<file path="src/rtl/core/a51kg_pkg.sv">
// Package for the A5/1 keystream generator: constants, state codes and LFSR step functions.
package a51kg_pkg;

    // Register lengths
    localparam int unsigned ONE_W   = 19;
    localparam int unsigned TWO_W   = 22;
    localparam int unsigned THREE_W = 23;

    // Load and mixing lengths
    localparam int unsigned KEY_BITS   = 64;
    localparam int unsigned FRAME_BITS = 22;
    localparam int unsigned MIX_CLOCKS = 100;
    localparam int unsigned BYTE_BITS  = 8;

    // Step counter covers the longest phase (counts 0 to 255)
    localparam int unsigned CNT_W = 8;

    // Clocking bit positions
    localparam int unsigned ONE_CLK   = 10;
    localparam int unsigned TWO_CLK   = 11;
    localparam int unsigned THREE_CLK = 12;

    // Config port: one 64-bit register at byte address 0
    localparam int unsigned APB_AW = 4;
    localparam int unsigned APB_DW = 64;
    localparam logic        REG_SESSION_KEY = 1'b0;

    // Input mode codes (carried on tuser)
    localparam logic MODE_INIT = 1'b0;
    localparam logic MODE_BYTE = 1'b1;

    typedef enum logic [2:0] {
        ST_IDLE,
        ST_KEY,
        ST_FRAME,
        ST_MIX,
        ST_BYTE,
        ST_DONE
    } t_state;

    // One shift toward bit 0, feedback (with extra bit) entering at the top
    function automatic logic [ONE_W-1:0] step_one(input logic [ONE_W-1:0] r, input logic x);
        logic fb;
        fb = r[5] ^ r[2] ^ r[1] ^ r[0] ^ x;
        return {fb, r[ONE_W-1:1]};
    endfunction

    function automatic logic [TWO_W-1:0] step_two(input logic [TWO_W-1:0] r, input logic x);
        logic fb;
        fb = r[1] ^ r[0] ^ x;
        return {fb, r[TWO_W-1:1]};
    endfunction

    function automatic logic [THREE_W-1:0] step_three(input logic [THREE_W-1:0] r,
                                                        input logic x);
        logic fb;
        fb = r[15] ^ r[2] ^ r[1] ^ r[0] ^ x;
        return {fb, r[THREE_W-1:1]};
    endfunction

endpackage

</file>
<file path="src/rtl/core/a51_keystream_generator.sv">
// A5/1 keystream generator: three LFSRs loaded bit-serially, majority clocked.
//
//  Channel   Signals                         Payload
//  s (in)    i_s_tvalid/o_s_tready           tuser = mode, tdata[21:0] = frame_number
//  m (out)   o_m_tvalid/i_m_tready           tdata[7:0] = key_byte
//  cfg       i_psel/i_penable/i_pwrite/...   session_key at address 0 (64-bit data)
//
//  Init item: 64 key steps + 22 frame steps + 100 mixing steps, then ST_DONE moves the result to
//  the output register. Byte item: 8 majority steps, then ST_DONE; one LFSR step a cycle while stepping.
//  An item is taken in ST_IDLE and holds the core until ST_DONE passes its result on.
//  Synchronous active-low reset clears the LFSRs, the key and all control state.
//  A new item is taken whenever the core is idle, even while the last result waits;
//  a finished result holds in ST_DONE until the output register is free.
module a51_keystream_generator
    import a51kg_pkg::*;
(
    input  logic              i_clk,
    input  logic              i_rst_n,
    // input stream
    input  logic              i_s_tvalid,
    output logic              o_s_tready,
    input  logic [23:0]       i_s_tdata,   // [21:0] frame_number, [23:22] zero
    input  logic              i_s_tuser,   // [0] mode
    // output stream
    output logic              o_m_tvalid,
    input  logic              i_m_tready,
    output logic [7:0]        o_m_tdata,   // [7:0] key_byte
    // config port
    input  logic              i_psel,
    input  logic              i_penable,
    input  logic              i_pwrite,
    input  logic [APB_AW-1:0] i_paddr,
    input  logic [APB_DW-1:0] i_pwdata,
    output logic [APB_DW-1:0] o_prdata,
    output logic              o_pready
);

    t_state               r_state, n_state;
    logic [CNT_W-1:0]     r_cnt, n_cnt;
    logic [KEY_BITS-1:0]  r_session_key;
    logic [KEY_BITS-1:0]  r_key_sh, n_key_sh;
    logic [FRAME_BITS-1:0] r_frame_sh, n_frame_sh;
    logic [ONE_W-1:0]     r_one, n_one;
    logic [TWO_W-1:0]     r_two, n_two;
    logic [THREE_W-1:0]   r_three, n_three;
    logic [BYTE_BITS-1:0] r_byte, n_byte;
    logic                 r_out_valid, n_out_valid;
    logic [BYTE_BITS-1:0] r_out_data, n_out_data;

    logic s_xfer, out_free, maj, load_bit;
    logic [ONE_W-1:0]   one_stepped;
    logic [TWO_W-1:0]   two_stepped;
    logic [THREE_W-1:0] three_stepped;
    logic [ONE_W-1:0]   one_maj;
    logic [TWO_W-1:0]   two_maj;
    logic [THREE_W-1:0] three_maj;

    // Config register
    assign o_pready = 1'b1;
    assign o_prdata = (i_paddr[3] == REG_SESSION_KEY) ? r_session_key : '0;

    always_ff @(posedge i_clk) begin
        if (!i_rst_n) begin
            r_session_key <= '0;
        end else if (i_psel && i_penable && i_pwrite && i_paddr[3] == REG_SESSION_KEY) begin
            r_session_key <= i_pwdata;
        end
    end

    // Handshakes
    assign o_s_tready = (r_state == ST_IDLE);
    assign s_xfer     = i_s_tvalid && o_s_tready;
    assign out_free   = !r_out_valid || i_m_tready;
    assign o_m_tvalid = r_out_valid;
    assign o_m_tdata  = r_out_data;

    // Load bit for the all-register steps
    assign load_bit = (r_state == ST_KEY) ? r_key_sh[0] : r_frame_sh[0];

    // Plain steps with the load bit mixed into the feedback
    assign one_stepped   = step_one(r_one, load_bit);
    assign two_stepped   = step_two(r_two, load_bit);
    assign three_stepped = step_three(r_three, load_bit);

    // Majority-clocked step
    always_comb begin
        maj = (r_one[ONE_CLK] & r_two[TWO_CLK]) | (r_one[ONE_CLK] & r_three[THREE_CLK])
            | (r_two[TWO_CLK] & r_three[THREE_CLK]);
        one_maj   = (r_one[ONE_CLK] == maj)     ? step_one(r_one, 1'b0)       : r_one;
        two_maj   = (r_two[TWO_CLK] == maj)     ? step_two(r_two, 1'b0)       : r_two;
        three_maj = (r_three[THREE_CLK] == maj) ? step_three(r_three, 1'b0)   : r_three;
    end

    // State, counter, output-valid and LFSR registers
    always_ff @(posedge i_clk) begin
        if (!i_rst_n) begin
            r_state     <= ST_IDLE;
            r_cnt       <= '0;
            r_out_valid <= 1'b0;
            r_one       <= '0;
            r_two       <= '0;
            r_three     <= '0;
        end else begin
            r_state     <= n_state;
            r_cnt       <= n_cnt;
            r_out_valid <= n_out_valid;
            r_one       <= n_one;
            r_two       <= n_two;
            r_three     <= n_three;
        end
    end

    // Payload shift registers and output data
    always_ff @(posedge i_clk) begin
        r_key_sh   <= n_key_sh;
        r_frame_sh <= n_frame_sh;
        r_byte     <= n_byte;
        r_out_data <= n_out_data;
    end

    // Next state and datapath
    always_comb begin
        n_state     = r_state;
        n_cnt       = r_cnt;
        n_key_sh    = r_key_sh;
        n_frame_sh  = r_frame_sh;
        n_byte      = r_byte;
        n_one       = r_one;
        n_two       = r_two;
        n_three     = r_three;
        n_out_valid = r_out_valid;
        n_out_data  = r_out_data;

        // output register drains independently
        if (r_out_valid && i_m_tready) begin
            n_out_valid = 1'b0;
        end

        case (r_state)
            ST_IDLE: begin
                if (s_xfer) begin
                    n_cnt = '0;
                    if (i_s_tuser == MODE_INIT) begin
                        n_one      = '0;
                        n_two      = '0;
                        n_three    = '0;
                        n_key_sh   = r_session_key;
                        n_frame_sh = i_s_tdata[FRAME_BITS-1:0];
                        n_state    = ST_KEY;
                    end else begin
                        n_state = ST_BYTE;
                    end
                end
            end
            ST_KEY: begin
                n_one    = one_stepped;
                n_two    = two_stepped;
                n_three  = three_stepped;
                n_key_sh = {1'b0, r_key_sh[KEY_BITS-1:1]};
                n_cnt    = r_cnt + 1'b1;
                if (r_cnt == CNT_W'(KEY_BITS - 1)) begin
                    n_cnt   = '0;
                    n_state = ST_FRAME;
                end
            end
            ST_FRAME: begin
                n_one      = one_stepped;
                n_two      = two_stepped;
                n_three    = three_stepped;
                n_frame_sh = {1'b0, r_frame_sh[FRAME_BITS-1:1]};
                n_cnt      = r_cnt + 1'b1;
                if (r_cnt == CNT_W'(FRAME_BITS - 1)) begin
                    n_cnt   = '0;
                    n_byte  = '0;
                    n_state = (MIX_CLOCKS == 0) ? ST_DONE : ST_MIX;
                end
            end
            ST_MIX: begin
                n_one   = one_maj;
                n_two   = two_maj;
                n_three = three_maj;
                n_cnt   = r_cnt + 1'b1;
                if (r_cnt == CNT_W'(MIX_CLOCKS - 1)) begin
                    n_cnt   = '0;
                    n_byte  = '0;
                    n_state = ST_DONE;
                end
            end
            ST_BYTE: begin
                // keystream bit taken before this step's clock, first bit ends in bit 7
                n_byte  = {r_byte[BYTE_BITS-2:0], r_one[0] ^ r_two[0] ^ r_three[0]};
                n_one   = one_maj;
                n_two   = two_maj;
                n_three = three_maj;
                n_cnt   = r_cnt + 1'b1;
                if (r_cnt == CNT_W'(BYTE_BITS - 1)) begin
                    n_cnt   = '0;
                    n_state = ST_DONE;
                end
            end
            ST_DONE: begin
                if (out_free) begin
                    n_out_valid = 1'b1;
                    n_out_data  = r_byte;
                    n_state     = ST_IDLE;
                end
            end
            default: begin
                n_state = ST_IDLE;
            end
        endcase
    end

endmodule
</file>
<file path="config.mk">
export PLATFORM = sky130hd
export DESIGN_NAME = a51_keystream_generator
export DESIGN_NICKNAME = d
export VERILOG_FILES = /design/src/rtl/core/a51kg_pkg.sv /design/src/rtl/core/a51_keystream_generator.sv
export SDC_FILE = /design/constraint.sdc
export NUM_CORES = 1
export LEC_CHECK = 0
export BUFFER_PORTS_ARGS = -buffer_cell sky130_fd_sc_hd__buf_2
export CELL_PAD_IN_SITES_DETAIL_PLACEMENT = 0
export CELL_PAD_IN_SITES_GLOBAL_PLACEMENT = 1
export CORE_MARGIN = 1
export CORE_UTILIZATION = 30
export CTS_CLUSTER_SIZE = 28
export DETAILED_ROUTE_END_ITERATION = 16
export PLACE_DENSITY_LB_ADDON = 0.1
export REMOVE_ABC_BUFFERS = 1
export SETUP_SLACK_MARGIN = 0.5
export SLEW_MARGIN = 10
export SYNTH_ARGS = -nofsm -noshare
export SYNTH_HDL_FRONTEND = slang
export SYNTH_SLANG_ARGS = --single-unit
</file>
<file path="constraint.sdc">
create_clock -name i_clk -period 31.8 [get_ports i_clk]
set_input_delay 0 -clock i_clk [delete_from_list [all_inputs] [get_ports i_clk]]
set_output_delay 0 -clock i_clk [all_outputs]
set_load 0.03 [all_outputs]
</file>
# ---- After elaboration in Yosys (flattened, before gate mapping)
# Index checks and enable logic that the tools add are counted.
dict set report word_totals {
  regBits 242
  in_bits 100
  out_inout_bits 75
  word_cells 116
}
dict set report op_classes {
  addsub 1
  n_eq_ne 22
  muxes 40
  n_bitwise 18
  n_reduce_logical 24
}
# op n
set op_table {}
lappend op_table {{$mux 64} 3}
lappend op_table {{$pmux 64 s2} 1}
lappend op_table {{$mux 22} 5}
lappend op_table {{$mux 23} 3}
lappend op_table {{$pmux 23 s3} 1}
lappend op_table {{$pmux 22 s3} 1}
lappend op_table {{$mux 19} 3}
lappend op_table {{$pmux 19 s3} 1}
lappend op_table {{$mux 8} 7}
lappend op_table {{$pmux 22 s2} 1}
lappend op_table {{$pmux 8 s5} 1}
lappend op_table {{$pmux 8 s3} 1}
lappend op_table {{$mux 3} 7}
lappend op_table {{$pmux 3 s6} 1}
lappend op_table {{$reduce_and 4->1} 3}
lappend op_table {{$xor 1x1->1} 12}
lappend op_table {{$ne 2x1->1 const B} 5}
lappend op_table {{$ne 2x2->1 const B} 5}
lappend op_table {{$reduce_and 3->1} 3}
lappend op_table {{$add 8x1->8 const B} 1}
lappend op_table {{$eq 8x3->1 const B} 1}
lappend op_table {{$eq 8x5->1 const B} 1}
lappend op_table {{$eq 8x6->1 const B} 1}
lappend op_table {{$eq 8x7->1 const B} 1}
lappend op_table {{other kinds (18)} 36}

# ---- Logic depth before layout (Yosys ltp)
# Gate-level depths: netlist of the first run.
dict set report depth {
  word_depth 6
  ltp_mapped 8
  depth_no_buf 7
}

# ---- Worst setup path before layout of the first run
# Ideal clock, no wire load.
dict set report synth_timing {
  path_kind {reg2reg}
  start {reg r_state[0]}
  end {reg r_key_sh[0] (enable)}
  setup_time_ns 0.828
  arrival_ns 10.687
  required_time_ns 30.972
  path_slack_ns 20.285
  stages_incl_launch_ff 5
  cell_sequence {dfxtp_1 -> or3_1 -> clkbuf_1 -> nor2_1 -> a2111oi_0}
}
dict set report synth_between {
  elab_chain_len 4
}
# item line_no
set synth_rtl {}
lappend synth_rtl {{start: declaration} a51_keystream_generator.sv:38} ;# t_state r_state, n_state;
lappend synth_rtl {{start signal: assignment} a51_keystream_generator.sv:104} ;# r_state <= n_state;
lappend synth_rtl {{$logic_not 3->1} {a51_keystream_generator.sv:71, a51_keystream_generator.sv:139}}
lappend synth_rtl {{$logic_and 1x1->1} a51_keystream_generator.sv:72} ;# assign s_xfer = i_s_tvalid && o_s_tready;
lappend synth_rtl {{$ne 2x1->1 (no line)} --}
lappend synth_rtl {{$reduce_and 3->1 (no line) *} --}
lappend synth_rtl {{end signal: assignment} a51_keystream_generator.sv:115} ;# r_key_sh <= n_key_sh;
lappend synth_rtl {{end: declaration} a51_keystream_generator.sv:41} ;# logic [KEY_BITS-1:0] r_key_sh, n_key_sh;
# Mark *: on every way between the ends. The rest lies on a longest branch, timed or not.
# A chain may end at the register's enable or synchronous reset.

# ---- Final worst setup path of the first run
dict set report layout_timing {
  start {reg r_state[0]}
  end {reg r_state[1]}
}
dict set report layout_between {
  elab_chain_len 4
}
# item line_no
set layout_rtl {}
lappend layout_rtl {{$logic_not 3->1} {a51_keystream_generator.sv:71, a51_keystream_generator.sv:139}}
lappend layout_rtl {{$logic_and 1x1->1} a51_keystream_generator.sv:72}
lappend layout_rtl {{$ne 2x1->1 (no line)} --}
lappend layout_rtl {{$reduce_and 6->1 (no line)} --}
# Several ways; a longest one is shown, not always the timed one.

==> results of run 1 <==
final cells by class:
class / instances / area (sq um)
clock inverters: 7 / 31.3
multi-input cells: 664 / 3960
diodes: 2 / 5.00
clock buffers: 46 / 903
repair buffers: 267 / 1810
well taps: 442 / 553
flip-flops and latches: 242 / 5870
inverters: 8 / 32.5
fillers: 3345 / 19700
final timing paths:
check,end,slack (ps),depth (start not counted),from
min,r_cnt[7]$_SDFFE_PN0P_,100,4,i_s_tvalid
max reg2reg,r_state[1]$_SDFFE_PN0P_,29000,6,r_state[0]$_SDFFE_PN0P_
min reg2reg,o_m_tdata[7]$_DFFE_PP_,420,0,r_byte[7]$_SDFFCE_PP0P_
max,r_state[1]$_SDFFE_PN0P_,29000,6,r_state[0]$_SDFFE_PN0P_
registers in the layout, summed over array words and instances (netlist names), 8 cells and up:
| name | flops |
|---|---|
| r_cnt | 8 |
| r_frame_sh | 22 |
| r_session_key | 64 |
| r_one | 19 |
| r_byte | 8 |
| r_key_sh | 64 |
| r_two | 22 |
| o_m_tdata | 8 |
| r_three | 23 |
per-layer routing:
metal  vias to the layer above  global-route usage [%]  part of all wire [%]  wire length, um
li1                       3872                       -                     -                -
met1                      3564                    19.2                    47            11800
met2                       156                    22.6                    44            11100
met3                        41                    4.05                   6.3             1590
met4                         0                    4.03                   2.1              525
met5                         -                       0                     0                0
worst max-delay path: stages, from the launching register on:
cell      delay [ps]
dfxtp_1          660
nor3b_2          260
buf_4            710
o41ai_1          310
o211ai_2         360
o22ai_1          170
and3_1           210
through the flow:
stage	utilization, %	instances	instance area, sq um	worst slack (ps)
2_1_floorplan	-	914	9830	20190
3_3_place_gp	34.4	1533	11300	28920
3_5_place_dp	34.4	1533	11300	28970
4_1_cts	40.0	1676	13200	28950
5_1_grt	40.0	1678	13200	28770
6_report	40.0	1678	13200	29000
power by group:
| group | internal, mW | leakage [nW] | switching (mW) |
|---|---|---|---|
| clock network | 0.193 | 0.461 | 0.127 |
| logic | 0.0647 | 2.33 | 0.129 |
| registers | 0.393 | 2.12 | 0.0196 |
cell families (layout without fill, tap and decap cells):
logic type | Yosys count | count (layout) | synth area share [%]
and+or+nand+nor | 394 | 394 | 18.5
DFF | 242 | 242 | 57.9
AOI/OAI and AO/OA | 168 | 168 | 9.35
muxes | 90 | 90 | 9.93
buffers and inverters | 77 | 328 | 3.26
xor gates and xnor gates | 9 | 9 | 0.778
adders and majority gates | 2 | 2 | 0.247
other | 1 | 3 | 0.0370
cell usage in the layout (no fill, tap or decap), drive strengths merged, types with 12 or more instances in the layout:
| cell type | n |
|---|---|
| a21oi | 133 |
| buf | 177 |
| clkbuf | 46 |
| dfxtp | 140 |
| dlygate4sd3 | 90 |
| edfxtp | 102 |
| mux2 | 84 |
| nand2 | 206 |
| nand3 | 70 |
| nor2 | 12 |
| nor2b | 73 |
==> flow_summary.toml, run 1 <==
[yosys]
synth_common_cells = "nand2_1, dfxtp_1, a21oi_1"
ys_types = 54
synth-seq-cells = 242
synthTopCellsByArea = "edfxtp_1, dfxtp_1, mux2_2"
yosys_warnings = 0
synthArstFlopShare_pct = 0
synth_edf_count = 102
yosysSeqAreaShare_pct = 57.9
yosysMostFrequentCell = "nand2_1"
syn_area_sq_um = 10100
syn_inst = 983
yosys.area.top_type = "edfxtp_1"
syn_avg_cell_area_sq_um = 10.3
ys.flop_type = "dfxtp_1"
synth_top_cell_area_share_pct = 30.2

[sta]
period_needed_ps = 2800
final-setup-viol-count = 0
relSlewSlack_pct = 28.5
holdWs_ps = 100
setup_tns_ps = 0
hold_viol_final = 0
finalCritPeriodShare_pct = 8.80
slew_viol_final = 0
worst_pin_slew_ps = 1060
rsz0062_at_grt = "false"
max_freq_ghz = 0.357
fin_skew_ps = 12.6

[clock_tree]
postCtsResizedCells = 0
numCtsBuffers = 29
clk-insertion-delay-late_ps = 530
htree_num_levels = 1
holdBufCountCts = 90
path_clk_slew_ps = 60
cts_sinks = 242
cts_tree = "built"
post_cts_buffers = 0
clk_root_buffer_cell = "clkbuf_16"
clk_path_buf_depth = 3

[die]
fp.dieH_um = 186
design.core.area_sq_um = 32900
row_count = 66
fp.dieArea_sq_um = 34500
die_width_um = 186
boundaryPins = 175
initial_core_util_pct = 30.8

[detailed_routing]
dr.first_iter.drc_count = 336
routedWlPerCell_um = 14.9
drt_first_pass_iters = 6
vias = 7633
ant_nets = 0
drt-vias-per-instance = 4.55
drc = 0
wl_um = 25000

[critical_path]
endpoint_kind = "flip-flop"
crit_arrival_ps = 3230
startpoint_type = "flip-flop"
critPathKind = "reg -> reg"
crit_fanout = 65
critPathRequiredTime_ps = 32230

[power]
p_leak_nw = 4.91
power_mw = 0.927
ir_drop_mv = 0.0497
p_per_area_nw_per_um2 = 70.4

[global_routing]
antenna_found_initial = 2
grt.overflow.total = 0
grt_pass1_wl_um = 40000
grt_max_degree = 84
grt_pass1_vias = 7492
track_usage_pct = 14.4

[hold_path]
min-delay-path-class = "in -> reg"

[run]
cap_violations = 0

[placed_design]
port_buffers = 168
dpl.hpwl_um = 14200
gp_congestion = 0.702

[final_layout]
drive_gt1_share_pct = 25.9
area_growth_pct = 29.9
fin_nets = 1314

[status]
status = "finished clean"
Note: power is estimated with default switching activity, not from simulation.
==> inputs of run 2 (changes only) <==
- clock period: 31.8 -> 2.6 ns (I/O delays scaled with it)
==> flow_summary.toml, run 2 (synthesis gave the netlist of run 1 again) <==
[status]
status = "finished clean"

[critical_path]
critPathKind = "reg -> reg"
crit_arrival_ps = 2320
critPathRequiredTime_ps = 2890
timing.rr.end = "r_key_sh[10]$_DFFE_PP_"
startpoint_type = "flip-flop"
crit_end = "r_key_sh[10]$_DFFE_PP_"
regToRegStartpoint = "r_state[0]$_SDFFE_PN0P_"
rr_worst_depth = 4
endpoint_kind = "flip-flop"
rrSetupSlack_ps = 570
startpoint = "r_state[0]$_SDFFE_PN0P_"
crit_fanout = 64

[global_routing]
grtUsageMet1_pct = 19.8
grt_busiest_layer = "met2"
use_met2_pct = 23.0
grt_max_degree = 65
track_usage_pct = 14.7
grt_pass1_wl_um = 40800
grt_use_met3_pct = 4.09
grt_pass1_vias = 7627
antenna_found_initial = 2
grt.overflow.total = 0

[die]
die_width_um = 186
boundaryPins = 175
row_count = 66
fp.dieH_um = 186
initial_core_util_pct = 30.8
fp.dieArea_sq_um = 34500
design.core.area_sq_um = 32900

[final_layout]
fin_nets = 1338
area_growth_pct = 33.5
layout_commonest_cell = "nand2_1"
drive_gt1_share_pct = 27.9
final_cell_mix = "nand2_1, buf_2, dfxtp_1, a21oi_1, edfxtp_1"
design_area_sq_um = 13500
reg.largest.list = "r_key_sh: 64 flops, r_session_key: 64 flops, r_three: 23 flops"

[sta]
period_needed_ps = 2030
finalCritPeriodShare_pct = 78.0
hold_viol_final = 0
rsz0062_at_grt = "true"
fin_ws_ps = 571
holdWs_ps = 121
fin_skew_ps = 11.0
max_freq_ghz = 0.493
slew_viol_final = 0
relSlewSlack_pct = 48.5
worst_pin_slew_ps = 772
final-setup-viol-count = 0

[detailed_routing]
wl_um = 25700
routedWlPerCell_um = 15.1
ant_nets = 0
drc = 0
vias = 7738
dr.first_iter.drc_count = 376
drt-vias-per-instance = 4.54
drt_first_pass_iters = 4

[clock_tree]
numCtsBuffers = 29
clk_path_buf_depth = 3
path_clk_slew_ps = 60
cts_sinks = 242
htree_num_levels = 1
cts_tree = "built"
clk-insertion-delay-late_ps = 550
clk_root_buffer_cell = "clkbuf_16"

[hold_path]
min-delay-path-class = "in -> reg"

[power]
power.switching_mw = 3.54
power_mw = 11.7
p_seq_share_pct = 42.8
p_clk_share_pct = 32.8
ir_drop_mv = 0.599
p_leak_nw = 5.06
p_int_mw = 8.16
comb_power_share_pct = 24.4
p_per_area_nw_per_um2 = 865
p_sw_share_pct = 30.2

[placed_design]
gp_congestion = 0.738
placed_area_sq_um = 11500
dp_slack_ps = 322
port_buffers = 168
dpl.hpwl_um = 15000

[run]
cap_violations = 0
## run 2: cell types whose count changed in the layout (fill, tap and decap cells not counted), sizes merged
cell and delta:
buf +21, bufbuf +1, clkbuf -3, clkinv +3, inv +1, o211ai +1, o21ai +1
## run 2: worst min path at each step
stage | start | to | slack [ps] | cells past startpoint
4_1_cts | i_s_tuser | r_frame_sh[19]$_DFFE_PP_ | 80 | 3
2_1_floorplan | i_paddr[3] | o_prdata[0] | 110 | 1
3_3_place_gp | i_pwdata[48] | r_session_key[48]$_SDFFE_PN0P_ | 240 | 3
5_1_grt | i_s_tuser | r_frame_sh[3]$_DFFE_PP_ | 110 | 3
3_5_place_dp | i_pwdata[22] | r_session_key[22]$_SDFFE_PN0P_ | 250 | 3
6_report | i_s_tuser | r_frame_sh[10]$_DFFE_PP_ | 120 | 3
## run 2: routing by layer
metal / up-vias / part of all wire (%)
met4: 0 / 2.0
met5: - / 0
met2: 145 / 45
met1: 3634 / 48
li1: 3928 / -
met3: 31 / 5.7
## run 2: power groups by stage
stage | sequential, mW | combinational (mW) | clock, mW
after floorplan | 4.79 | 1.48 | 0
after global placement | 5.08 | 2.60 | 0
after detailed placement | 5.07 | 2.59 | 0
after CTS | 5.01 | 2.82 | 3.98
after global routing | 5.07 | 3.12 | 4.14
final | 5.01 | 2.85 | 3.84
## run 2: metrics by stage
stage | instances | utilization (%) | setup TNS (ps)
after global routing | 1703 | 41.1 | 0
final | 1703 | 41.1 | 0
after floorplan | 914 | - | -889900
after detailed placement | 1550 | 35.1 | 0
after CTS | 1699 | 40.9 | 0
after global placement | 1550 | 35.1 | 0
## run 2: repair_timing
| item | in CTS | in global routing |
|---|---|---|
| hold buffers | 90 | 0 |
| pin swaps | 2 | 2 |
| cloned | 1 | 2 |
| buffers inserted | 4 | 0 |
| hold endpoints to repair | 100 | 0 |
| endpoints found under the setup margin | 106 | 79 |
| resized for setup | 11 | 6 |
## run 2: final cells by class
cell class	count	area, sq um
Antenna cell	2	5.00
Clock buffer	43	848
Tap cell	442	553
Inverter	8	32.5
Timing Repair Buffer	289	2090
Fill cell	3425	19300
Multi-Input combinational cell	666	4050
Clock inverter	11	63.8
Sequential cell	242	5870
## run 2: critical path, cell delays in order, from the launching register on
cell and delay [ps]:
dfxtp_2 450, buf_4 190, nor3b_2 330, buf_12 360
mux2_2 390
==> inputs of run 3 (changes only) <==
- ABC_AREA: not set -> 1
- clock period: 2.6 -> 2 ns (I/O delays scaled with it)
==> flow_summary.toml, run 3 <==
[die]
boundaryPins = 175
design.core.area_sq_um = 32600
die_width_um = 184
initial_core_util_pct = 30.5
row_count = 66
fp.dieArea_sq_um = 33900
fp.dieH_um = 184

[detailed_routing]
drt_first_pass_iters = 4
drc = 0
ant_nets = 0
dr.first_iter.drc_count = 372
wl_um = 26600
vias = 8583
routedWlPerCell_um = 13.8
drt-vias-per-instance = 4.46

[yosys]
synthArstFlopShare_pct = 0
synth_top_cell_area_share_pct = 30.8
synth-seq-cells = 242
syn_inst = 1167
yosys_warnings = 0
ys_types = 30
synth_common_cells = "nand2_1, dfxtp_1, o21ai_0"
syn_avg_cell_area_sq_um = 8.53
ys.flop_type = "dfxtp_1"
synthTopCellsByArea = "edfxtp_1, dfxtp_1, nand2_1"
yosysSeqAreaShare_pct = 58.9
yosysMostFrequentCell = "nand2_1"
synth_edf_count = 102
yosys.area.top_type = "edfxtp_1"
syn_area_sq_um = 9960

[critical_path]
regToRegStartpoint = "r_state[0]$_SDFFE_PN0P_"
timing.rr.end = "r_byte[7]$_SDFFCE_PP0P_"
cpPeakStageDelay_ps = 390
cpMaxStageDelayCell = "dfxtp_4"
critPathKind = "reg -> reg"
critPathRequiredTime_ps = 2230
endpoint_kind = "flip-flop"
rr_worst_depth = 7
crit_arrival_ps = 1830
startpoint_type = "flip-flop"
rrSetupSlack_ps = 400
crit_fanout = 8
path_cells = "nor2_4, nand2_4, nand2_4, buf_4, nor2_2, a221oi_2, buf_4"

[sta]
fin_skew_ps = 8.80
slew_viol_final = 0
max_freq_ghz = 0.625
final-setup-viol-count = 0
holdWs_ps = 163
rsz0062_at_grt = "true"
period_needed_ps = 1600
finalCritPeriodShare_pct = 80.0
hold_viol_final = 0

[placed_design]
gp_congestion = 0.743
dpl.hpwl_um = 15200
dp.cells = 1728
port_buffers = 168

[clock_tree]
htree_num_levels = 1
clk-insertion-delay-late_ps = 530
numCtsBuffers = 29
clk_root_buffer_cell = "clkbuf_16"
cts_sinks = 242
cts_tree = "built"
path_clk_slew_ps = 60
clk_path_buf_depth = 3

[power]
comb_power_share_pct = 32.4
p_int_mw = 12.2
ir_drop_mv = 0.577
p_sw_share_pct = 32.4
p_clk_share_pct = 30.3
p_leak_nw = 5.67
power.switching_mw = 5.87
p_per_area_nw_per_um2 = 1270
p_seq_share_pct = 37.3

[status]
status = "finished clean"

[final_layout]
utilization_pct = 43.7
area_growth_pct = 43.2
drive_gt1_share_pct = 23.1
nFillCells = 3269
reg.largest.list = "r_key_sh: 64 flops, r_session_key: 64 flops, r_three: 23 flops"
n_antenna_cell = 0
layout_commonest_cell = "nand2_1"
final_cell_count_no_fill = 1924
final_cell_mix = "nand2_1, buf_2, a21oi_1, dfxtp_1, o21ai_0"
fin_nets = 1563

[global_routing]
grt_pass1_wl_um = 42100
track_usage_pct = 15.3
grt_pass1_vias = 8186
grt_max_degree = 126
antenna_found_initial = 0
grt.overflow.total = 0

[hold_path]
min-delay-path-class = "in -> reg"
min_from = "i_rst_n"
min_to = "r_session_key[2]$_SDFFE_PN0P_"
min_path_cells = 4

[run]
cap_violations = 0
==> run 3: changes by cell type after synthesis, sizes merged, moves of 17 or more <==
cell | previous run | this run
inv | 8 | 108
nor2 | 12 | 103
clkbuf | 36 | 53
mux2 | 84 | 0
o21ai | 8 | 143
nand2 | 206 | 259
nor2b | 73 | 0
==> run 3: kinds of logic (layout without fill, tap and decap cells) <==
kind of cell	after synthesis	in the layout	synth area share, %
simple gates	445	445	18.2
compound gates	282	282	14.3
flops	242	242	58.9
buf+inv	183	498	7.34
xor+xnor	12	12	1.06
fa+ha+maj	2	2	0.251
other cells	1	1	0.0377
==> run 3: layout make-up <==
class	instances	area, sq um	area share (%)
tap	442	553	3.88
sequential	242	5890	41.3
inverter	109	445	3.12
timing repair buffer	334	2760	19.4
multi-input combinational	742	3590	25.2
clock buffer	40	807	5.66
timing repair inverter	3	23.8	0.167
clock inverter	12	188	1.32
==> run 3: how the worst max path moves through the flow <==
| stage | from | endpoint | slack, ps | depth (start not counted) |
|---|---|---|---|---|
| 6_report | r_state[0]$_SDFFE_PN0P_ | r_byte[7]$_SDFFCE_PP0P_ | 400 | 7 |
| 3_5_place_dp | r_state[1]$_SDFFE_PN0P_ | r_frame_sh[19]$_DFFE_PP_ | 230 | 7 |
| 2_1_floorplan | r_state[0]$_SDFFE_PN0P_ | r_key_sh[0]$_DFFE_PP_ | -1430 | 4 |
| 3_3_place_gp | r_state[1]$_SDFFE_PN0P_ | r_frame_sh[0]$_DFFE_PP_ | 240 | 7 |
| 5_1_grt | r_cnt[0]$_SDFFE_PN0P_ | r_state[2]$_SDFFE_PN0P_ | 330 | 12 |
| 4_1_cts | r_state[0]$_SDFFE_PN0P_ | r_one[18]$_SDFFE_PN0P_ | 460 | 9 |
==> run 3: per-layer routing <==
layer / global-route usage, % / part of all wire [%]
met5: 0 / 0
met4: 3.77 / 1.9
met3: 2.23 / 3.5
met2: 25.6 / 46
met1: 20.6 / 49
==> run 3: timing repair <==
action                                  4_1_cts  5_1_grt
cloned                                        6        9
pin swaps                                    13       19
buffers inserted                             14        5
endpoints found under the setup margin      229      214
endpoints found under the hold margin        93        0
resized for setup                            74       50
hold buffers                                110        0
==> run 3: through the flow <==
step	cell area, sq um	setup TNS, ps	setup slack [ps]	power, mW
final	14300	0	401	18.1
after global routing	14300	0	334	19.1
after CTS	13900	0	458	17.5
after detailed placement	11300	0	234	10.7
after global placement	11300	0	243	10.7
after floorplan	9640	-115090	-1430	9.07
==> run 3: critical path: cells and delay by family, from the launching register on <==
| kind | cells | cell delay, ps |
|---|---|---|
| flops | 1 | 390 |
| simple gates | 4 | 410 |
| compound gates | 1 | 170 |
| buf+inv | 2 | 330 |
==> run 3: power groups by stage <==
| stage | Combinational (mW) | Clock [mW] | Sequential (mW) |
|---|---|---|---|
| 5_1_grt | 6.43 | 5.86 | 6.86 |
| 4_1_cts | 5.05 | 5.68 | 6.75 |
| 3_3_place_gp | 3.96 | 0 | 6.78 |
| 6_report | 5.85 | 5.48 | 6.76 |
| 2_1_floorplan | 2.27 | 0 | 6.80 |
| 3_5_place_dp | 3.94 | 0 | 6.79 |
